--- src/design/itra_pkg.sv ---
// ----------------------------------------------------------------------------
// itra_pkg - shared types and constants for the integer to radix text core
// Control word layout, microcode step names and the digit to ASCII mapping.
// ----------------------------------------------------------------------------
`default_nettype none

package itra_pkg;

	localparam int VALUE_WIDTH = 32;
	localparam int RADIX_W     = 6;
	localparam int CHAR_W      = 7;
	localparam int LEN_W       = 6;

	localparam int DIV_BITS  = 8;
	localparam int DIV_STEPS = (VALUE_WIDTH + DIV_BITS - 1) / DIV_BITS;
	localparam int DIV_W     = DIV_STEPS * DIV_BITS;
	localparam int CNT_W     = (DIV_STEPS > 1) ? $clog2(DIV_STEPS) : 1;

	localparam int ADDR_W    = $clog2(VALUE_WIDTH);
	localparam int STACK_D   = 2 ** ADDR_W;
	localparam int PTR_W     = ADDR_W + 1;

	localparam logic [RADIX_W-1:0] RADIX_RESET = RADIX_W'(10);
	localparam logic [RADIX_W-1:0] RADIX_MIN   = RADIX_W'(2);
	localparam logic [RADIX_W-1:0] RADIX_MAX   = RADIX_W'(36);

	localparam logic [CHAR_W-1:0] CHAR_ZERO  = 7'h30;
	localparam logic [CHAR_W-1:0] CHAR_A     = 7'h61;
	localparam logic [CHAR_W-1:0] CHAR_MINUS = 7'h2d;

	localparam int UPC_W = 3;
	typedef logic [UPC_W-1:0] upc_t;

	localparam upc_t STEP_IDLE  = 3'd0;
	localparam upc_t STEP_DIV   = 3'd1;
	localparam upc_t STEP_PUSH  = 3'd2;
	localparam upc_t STEP_SIGN  = 3'd3;
	localparam upc_t STEP_READ  = 3'd4;
	localparam upc_t STEP_DIGIT = 3'd5;
	localparam upc_t STEP_DONE  = 3'd6;

	typedef enum logic [2:0] {
		OP_NONE,
		OP_LOAD,
		OP_DIV,
		OP_PUSH,
		OP_SIGN,
		OP_DIGIT
	} op_t;

	typedef enum logic [2:0] {
		COND_NEVER,
		COND_ALWAYS,
		COND_NO_INPUT,
		COND_DIV_MORE,
		COND_QUOT_NZ,
		COND_SIGN_WAIT,
		COND_SLOT_BUSY,
		COND_MULTI_DIGITS
	} cond_t;

	typedef struct packed {
		op_t   op;
		cond_t hold;
		cond_t jump;
		upc_t  target;
	} ctl_word_t;

	typedef struct packed {
		logic no_input;
		logic div_more;
		logic quot_nz;
		logic sign_wait;
		logic slot_busy;
		logic multi_digits;
	} dp_status_t;

	function automatic logic [CHAR_W-1:0] digit_char(input logic [RADIX_W-1:0] d);
		logic [CHAR_W-1:0] dw;
		dw = CHAR_W'(d);
		if (dw > CHAR_W'(9)) begin
			digit_char = dw - CHAR_W'(10) + CHAR_A;
		end else begin
			digit_char = dw + CHAR_ZERO;
		end
	endfunction

endpackage

`default_nettype wire

--- src/design/itra_sequencer.sv ---
// ----------------------------------------------------------------------------
// itra_sequencer - microcode store and step counter
// One control word per step; hold and jump conditions come from the datapath.
// ----------------------------------------------------------------------------
`default_nettype none

module itra_sequencer
	import itra_pkg::*;
(
	input  wire        clk,
	input  wire        arst_n,
	input  dp_status_t status,
	output ctl_word_t  cw
);

	upc_t upc_q;
	upc_t upc_next;
	logic hold_hit;
	logic jump_hit;

	function automatic ctl_word_t rom(input upc_t a);
		ctl_word_t w;
		w = '{op: OP_NONE, hold: COND_NEVER, jump: COND_ALWAYS, target: STEP_IDLE};
		case (a)
			STEP_IDLE:  w = '{op: OP_LOAD,  hold: COND_NO_INPUT,  jump: COND_NEVER,
			                  target: STEP_IDLE};
			STEP_DIV:   w = '{op: OP_DIV,   hold: COND_DIV_MORE,  jump: COND_NEVER,
			                  target: STEP_IDLE};
			STEP_PUSH:  w = '{op: OP_PUSH,  hold: COND_NEVER,     jump: COND_QUOT_NZ,
			                  target: STEP_DIV};
			STEP_SIGN:  w = '{op: OP_SIGN,  hold: COND_SIGN_WAIT, jump: COND_NEVER,
			                  target: STEP_IDLE};
			STEP_READ:  w = '{op: OP_NONE,  hold: COND_NEVER,     jump: COND_NEVER,
			                  target: STEP_IDLE};
			STEP_DIGIT: w = '{op: OP_DIGIT, hold: COND_SLOT_BUSY, jump: COND_MULTI_DIGITS,
			                  target: STEP_READ};
			STEP_DONE:  w = '{op: OP_NONE,  hold: COND_NEVER,     jump: COND_ALWAYS,
			                  target: STEP_IDLE};
			default:    w = '{op: OP_NONE,  hold: COND_NEVER,     jump: COND_ALWAYS,
			                  target: STEP_IDLE};
		endcase
		return w;
	endfunction

	function automatic logic test(input cond_t c, input dp_status_t s);
		logic r;
		case (c)
			COND_NEVER:        r = 1'b0;
			COND_ALWAYS:       r = 1'b1;
			COND_NO_INPUT:     r = s.no_input;
			COND_DIV_MORE:     r = s.div_more;
			COND_QUOT_NZ:      r = s.quot_nz;
			COND_SIGN_WAIT:    r = s.sign_wait;
			COND_SLOT_BUSY:    r = s.slot_busy;
			COND_MULTI_DIGITS: r = s.multi_digits;
			default:           r = 1'b0;
		endcase
		return r;
	endfunction

	always_comb begin
		cw       = rom(upc_q);
		hold_hit = test(cw.hold, status);
		jump_hit = test(cw.jump, status);
		if (hold_hit) begin
			upc_next = upc_q;
		end else if (jump_hit) begin
			upc_next = cw.target;
		end else begin
			upc_next = upc_q + upc_t'(1);
		end
	end

	always_ff @(posedge clk or negedge arst_n) begin
		if (!arst_n) begin
			upc_q <= STEP_IDLE;
		end else begin
			upc_q <= upc_next;
		end
	end

	a_upc_in_program: assert property (@(posedge clk) disable iff (!arst_n)
		upc_q <= STEP_DONE)
		else $error("step counter left the program");

	a_done_returns: assert property (@(posedge clk) disable iff (!arst_n)
		upc_q == STEP_DONE |=> upc_q == STEP_IDLE)
		else $error("done step did not return to idle");

	a_push_branch: assert property (@(posedge clk) disable iff (!arst_n)
		upc_q == STEP_PUSH |=> (upc_q == STEP_DIV || upc_q == STEP_SIGN))
		else $error("bad branch after digit push");

endmodule

`default_nettype wire

--- src/design/itra_datapath.sv ---
// ----------------------------------------------------------------------------
// itra_datapath - magnitude, chunked divider, digit stack and output register
// Executes the op of the current control word and reports branch conditions.
// ----------------------------------------------------------------------------
`default_nettype none

module itra_datapath
	import itra_pkg::*;
(
	input  wire                    clk,
	input  wire                    arst_n,
	input  ctl_word_t              cw,
	output dp_status_t             status,
	input  wire                    cfg_valid,
	input  wire [RADIX_W-1:0]      cfg_data,
	input  wire                    in_valid,
	output logic                   in_ready,
	input  wire [VALUE_WIDTH-1:0]  in_value,
	output logic                   out_valid,
	input  wire                    out_ready,
	output logic [CHAR_W-1:0]      out_char,
	output logic [LEN_W-1:0]       out_len,
	output logic                   out_last
);

	localparam logic [CNT_W-1:0] CNT_LAST = CNT_W'(DIV_STEPS - 1);

	logic [RADIX_W-1:0] radix_q;
	logic [RADIX_W-1:0] base;
	logic [DIV_W-1:0]   work_q;
	logic [RADIX_W-1:0] rem_q;
	logic [CNT_W-1:0]   cnt_q;
	logic               neg_q;
	logic [PTR_W-1:0]   sp_q;
	logic [LEN_W-1:0]   len_q;
	logic [CHAR_W-1:0]  stack_mem [STACK_D];
	logic [CHAR_W-1:0]  rd_q;
	logic [ADDR_W-1:0]  rd_addr;

	logic               accept;
	logic               slot_free;
	logic               sign_fire;
	logic               digit_fire;
	logic [VALUE_WIDTH-1:0] mag;
	logic [DIV_W-1:0]   work_next;
	logic [RADIX_W-1:0] rem_next;
	logic [RADIX_W:0]   part;

	always_comb begin
		if (radix_q < RADIX_MIN) begin
			base = RADIX_MIN;
		end else if (radix_q > RADIX_MAX) begin
			base = RADIX_MAX;
		end else begin
			base = radix_q;
		end
	end

	assign in_ready   = (cw.op == OP_LOAD);
	assign accept     = in_valid && in_ready;
	assign slot_free  = !out_valid || out_ready;
	assign sign_fire  = (cw.op == OP_SIGN) && neg_q && slot_free;
	assign digit_fire = (cw.op == OP_DIGIT) && slot_free;
	assign mag        = in_value[VALUE_WIDTH-1] ? (~in_value + VALUE_WIDTH'(1)) : in_value;
	assign rd_addr    = ADDR_W'(sp_q - PTR_W'(1));

	// restoring division, DIV_BITS quotient bits per cycle, MSB first
	always_comb begin
		rem_next  = rem_q;
		work_next = work_q;
		part      = '0;
		for (int i = 0; i < DIV_BITS; i++) begin
			part      = {rem_next, work_next[DIV_W-1]};
			work_next = {work_next[DIV_W-2:0], 1'b0};
			if (part >= {1'b0, base}) begin
				part         = part - {1'b0, base};
				work_next[0] = 1'b1;
			end
			rem_next = part[RADIX_W-1:0];
		end
	end

	always_comb begin
		status.no_input     = !in_valid;
		status.div_more     = (cnt_q != CNT_LAST);
		status.quot_nz      = (work_q != '0);
		status.sign_wait    = neg_q && !slot_free;
		status.slot_busy    = !slot_free;
		status.multi_digits = (sp_q != PTR_W'(1));
	end

	always_ff @(posedge clk or negedge arst_n) begin
		if (!arst_n) begin
			radix_q   <= RADIX_RESET;
			rem_q     <= '0;
			cnt_q     <= '0;
			neg_q     <= 1'b0;
			sp_q      <= '0;
			out_valid <= 1'b0;
		end else begin
			if (cfg_valid) begin
				radix_q <= cfg_data;
			end
			case (cw.op)
				OP_LOAD: begin
					if (accept) begin
						neg_q <= in_value[VALUE_WIDTH-1];
						rem_q <= '0;
						cnt_q <= '0;
						sp_q  <= '0;
					end
				end
				OP_DIV: begin
					rem_q <= rem_next;
					cnt_q <= (cnt_q == CNT_LAST) ? '0 : cnt_q + CNT_W'(1);
				end
				OP_PUSH: begin
					rem_q <= '0;
					sp_q  <= sp_q + PTR_W'(1);
				end
				OP_DIGIT: begin
					if (digit_fire) begin
						sp_q <= sp_q - PTR_W'(1);
					end
				end
				default: begin
				end
			endcase
			if (sign_fire || digit_fire) begin
				out_valid <= 1'b1;
			end else if (out_ready) begin
				out_valid <= 1'b0;
			end
		end
	end

	always_ff @(posedge clk) begin
		if (accept) begin
			work_q <= DIV_W'(mag);
		end else if (cw.op == OP_DIV) begin
			work_q <= work_next;
		end
		if (cw.op == OP_PUSH) begin
			len_q <= LEN_W'(sp_q + PTR_W'(1) + PTR_W'(neg_q));
		end
		if (sign_fire) begin
			out_char <= CHAR_MINUS;
			out_len  <= len_q;
			out_last <= (len_q == LEN_W'(1));
		end else if (digit_fire) begin
			out_char <= rd_q;
			out_len  <= len_q;
			out_last <= (sp_q == PTR_W'(1));
		end
	end

	always_ff @(posedge clk) begin
		if (cw.op == OP_PUSH) begin
			stack_mem[sp_q[ADDR_W-1:0]] <= digit_char(rem_q);
		end
		rd_q <= stack_mem[rd_addr];
	end

	a_load_empty: assert property (@(posedge clk) disable iff (!arst_n)
		accept |-> sp_q == '0 && !out_valid || accept && sp_q == '0)
		else $error("new value taken while digits remain on the stack");

	a_digit_nonempty: assert property (@(posedge clk) disable iff (!arst_n)
		digit_fire |-> sp_q != '0)
		else $error("digit emitted from an empty stack");

	a_rem_below_base: assert property (@(posedge clk) disable iff (!arst_n)
		cw.op == OP_DIV |=> rem_q < base)
		else $error("division remainder not below the base");

	a_stack_bound: assert property (@(posedge clk) disable iff (!arst_n)
		sp_q <= PTR_W'(VALUE_WIDTH))
		else $error("digit stack overflow");

endmodule

`default_nettype wire

--- src/design/integer_to_radix_ascii_core.sv ---
// ----------------------------------------------------------------------------
// integer_to_radix_ascii_core - signed integer to ASCII text in base 2..36
// Microcoded converter: divides by the base one digit at a time, stacks the
// digits, then streams the text most significant character first.
// ----------------------------------------------------------------------------
//  channel  dir  handshake             payload
//  s_axis   in   s_tvalid/s_tready     s_tdata[31:0] value
//  m_axis   out  m_tvalid/m_tready     m_tdata character, text_length; m_tlast
//  cfg      in   cfg_valid/cfg_ready   cfg_data[5:0] radix
//
//  Conversion time is set by the 8-bit-per-cycle divider (DIV_STEPS = 4 at 32
//  bits) and by the registered digit stack read before each emitted digit.
//  Reset clears the radix to 10 and the step counter to idle.
//  A stalled sink holds the sequencer at the sign or digit emit step; s_tready
//  is high only in the idle step.
// ----------------------------------------------------------------------------
`default_nettype none

module integer_to_radix_ascii_core
	import itra_pkg::*;
(
	input  wire         clk,
	input  wire         arst_n,
	input  wire         cfg_valid,
	output logic        cfg_ready,
	input  wire  [5:0]  cfg_data,   // [5:0] radix
	input  wire         s_tvalid,
	output logic        s_tready,
	input  wire  [31:0] s_tdata,    // [31:0] value
	output logic        m_tvalid,
	input  wire         m_tready,
	output logic [15:0] m_tdata,    // [6:0] character, [12:7] text_length, [15:13] zero
	output logic        m_tlast
);

	ctl_word_t         cw;
	dp_status_t        status;
	logic [CHAR_W-1:0] out_char;
	logic [LEN_W-1:0]  out_len;

	assign cfg_ready = 1'b1;
	assign m_tdata   = {3'b000, out_len, out_char};

	itra_sequencer u_seq (
		.clk    (clk),
		.arst_n (arst_n),
		.status (status),
		.cw     (cw)
	);

	itra_datapath u_dp (
		.clk       (clk),
		.arst_n    (arst_n),
		.cw        (cw),
		.status    (status),
		.cfg_valid (cfg_valid),
		.cfg_data  (cfg_data),
		.in_valid  (s_tvalid),
		.in_ready  (s_tready),
		.in_value  (s_tdata),
		.out_valid (m_tvalid),
		.out_ready (m_tready),
		.out_char  (out_char),
		.out_len   (out_len),
		.out_last  (m_tlast)
	);

endmodule

`default_nettype wire
--- config.mk ---
export PLATFORM = sky130hd
export DESIGN_NAME = integer_to_radix_ascii_core
export DESIGN_NICKNAME = d
export VERILOG_FILES = /design/src/design/itra_pkg.sv /design/src/design/itra_sequencer.sv /design/src/design/itra_datapath.sv /design/src/design/integer_to_radix_ascii_core.sv
export SDC_FILE = /design/constraint.sdc
export NUM_CORES = 1
export LEC_CHECK = 0
export ABC_AREA = 1
export ABC_CLOCK_PERIOD_IN_PS = 20400
export BUFFER_PORTS_ARGS = -buffer_cell sky130_fd_sc_hd__buf_2
export CORE_ASPECT_RATIO = 0.9
export CORE_MARGIN = 5
export CORE_UTILIZATION = 50
export DETAILED_ROUTE_END_ITERATION = 10
export HOLD_SLACK_MARGIN = 0.06
export PLACE_DENSITY = 0.68
export SETUP_SLACK_MARGIN = 0.3
export SYNTH_ARGS = -nofsm -noshare
export SYNTH_HDL_FRONTEND = slang
export SYNTH_HIERARCHICAL = 1
export SYNTH_SLANG_ARGS = --single-unit
--- constraint.sdc ---
create_clock -name clk -period 20.4 [get_ports clk]
set_clock_uncertainty 0.05 [all_clocks]
set_input_delay 2.04 -clock clk [delete_from_list [all_inputs] [get_ports clk]]
set_output_delay 2.04 -clock clk [all_outputs]
set_load 0.02 [all_outputs]
==> impl_metrics.toml <==
[status]
status = "completed"

[global_routing]
gr-total-overflow = 0
antenna_found_initial = 0
grt_max_degree = 89
grt_first_pass_wirelength_um = 64500
first_global_vias = 11500
globalRouteTotalUtil = 0.219

[setup_path]
path_common_cell = "sky130_fd_sc_hd__nand2_1"
cpPeakStageDelay_ns = 0.55
critical_path_class = "reg2reg"
critical_path.startpoint_type = "register"
timing.critical_path.slowest_stage_cell = "sky130_fd_sc_hd__dfstp_2"
reg2reg_setup_slack_ns = 5.47
timing.critical_path.arrival_ns = 15.28
cp_max_fo = 12
crit_required_ns = 20.75
kind_of_end_point_of_the_critical_path = "register"

[sta]
setup_violations = 0
grt_setup_unrepaired = "no"
timing.slew.headroom = 0.359
layout_worst_path_cycle_share = 0.732
final_max_slew_viol_count = 0
tightestPinTransition_ns = 0.960
period_minus_slack_ns = 14.93
report.final.hold_viol_count = 0
fmaxAchievable_ghz = 0.0670
finalSetupTns_ns = 0

[synth]
synth_warnings = 6
post_synth_inst_count = 1637
synthesis.area_um2 = 16300
synth.avg_cell_area_um2 = 9.99

[worst_hold_path]
holdCritPathClass = "reg2reg"

[clock_network]
clock_tree_from_tritoncts = "yes"
clk_pin_slew_ns = 0.06
cts.root.buffer_cell = "sky130_fd_sc_hd__clkbuf_16"
post-cts-setup-buffers = 0
ctsHoldBuffers = 0
cts_buffers = 34
post_cts_resized = 0
clock_latency_ns = 0.52
clock_path_buffers = 3
numClockSinks = 308
htree_levels = 2

[floorplan]
ios = 63
die_height_um = 182
core_region_area_um2 = 32100
dieArea_um2 = 36400
initial_core_util = 0.509
rows = 62
die_width_um = 201

[cells_and_area]
fin_area_um2 = 18200
layout.nets = 1809
insertedDiodeCount = 0
instances_no_fill = 2130
leading_cell_type_in_the_layout_fill_and_taps_excluded = "sky130_fd_sc_hd__edfxtp_1"
fillerInstances = 2780
drive_above_1_share = 0.102
flow.area_growth_from_synthesis_pct = 11.3
commonest_cells_after_routing_fill_and_taps_aside = "269 x sky130_fd_sc_hd__edfxtp_1, 264 x sky130_fd_sc_hd__nand2_1, 245 x sky130_fd_sc_hd__nor2_1"

[placed_design]
io_buffers = 58
placedCellCount = 2070
place_hpwl_um = 27100
placed_area_um2 = 17100
gp_congestion = 0.908

[routing]
route.detailed.wl_per_inst_um = 19.1
drt_pass1_iterations = 5
detailroute.via_count = 12300
drc = 0
dr.first_iter.drc_count = 1235
drt.antenna.violating_nets = 0
vias_per_cell = 5.76
totalWireLength_um = 40800

[flow_run]
max-cap-violations = 0
## state kept, by name, summed over array words and instances, names as in the netlist
signal / flops
u_dp/out_len: 6
u_dp/rd_q: 7
u_dp/stack_mem: 224
u_dp/out_last: 1
u_dp/sp_q: 6
u_dp/neg_q: 1
u_dp/rem_q: 6
u_dp/cnt_q: 2
u_dp/len_q: 6
u_dp/out_valid: 1
u_dp/radix_q: 6
u_seq/upc_q: 3
u_dp/out_char: 7
u_dp/work_q: 32
## critical path: cells and delay by family (launching register included)
family	cells	cell delay (ns)
AND/OR/NAND/NOR	38	4.94
flip-flops	1	0.55
adder cells (fa/ha/maj)	8	2.64
AO/OA/AOI/OAI	29	5.71
buffers and inverters	13	0.94
## final timing paths
| kind | cells after the start | end | start |
|---|---|---|---|
| min in group asynchronous | 1 | u_dp/radix_q[5]$_DFFE_PN0P_ | arst_n |
| hold reg to reg | 0 | u_dp/out_len[5]$_DFFE_PP_ | u_dp/len_q[5]$_DFFE_PP_ |
| max in group asynchronous | 1 | u_dp/sp_q[0]$_DFFE_PN0P_ | arst_n |
| hold / removal | 0 | u_dp/out_len[5]$_DFFE_PP_ | u_dp/len_q[5]$_DFFE_PP_ |
| setup reg to reg | 88 | u_dp/rem_q[3]$_DFFE_PN0P_ | u_dp/radix_q[3]$_DFFE_PN1P_ |
| setup / recovery | 88 | u_dp/rem_q[3]$_DFFE_PN0P_ | u_dp/radix_q[3]$_DFFE_PN1P_ |
## through the flow
stage | util | worst slack [ns] | hold WS, ns
6_report | 0.567 | 5.47 | 0.403
3_3_place_gp | 0.533 | 6.26 | 0.387
3_5_place_dp | 0.533 | 5.73 | 0.391
2_1_floorplan | - | 7.47 | 0.371
4_1_cts | 0.567 | 5.66 | 0.406
5_1_grt | 0.567 | 3.78 | 0.421
## area by class of cell
type | instances | area, um^2 | area share
repair buffers | 78 | 440 | 0.0242
inverters | 141 | 529 | 0.0291
clock buffers | 44 | 920 | 0.0505
clock inverters | 16 | 181 | 0.00997
multi-input cells | 1127 | 6620 | 0.364
well taps | 416 | 520 | 0.0286
flip-flops and latches | 308 | 8990 | 0.494
## metal layers
metal	track usage	up-vias	routed length, um
met5	0	-	0
met4	0.0515	0	702
met3	0.0394	56	3500
met2	0.324	510	17700
met1	0.338	5851	18900
li1	-	5861	-
Power is left out: the tool's default activity adds up to more than one toggle a clock period on the data nets, which glitch-free logic cannot reach.
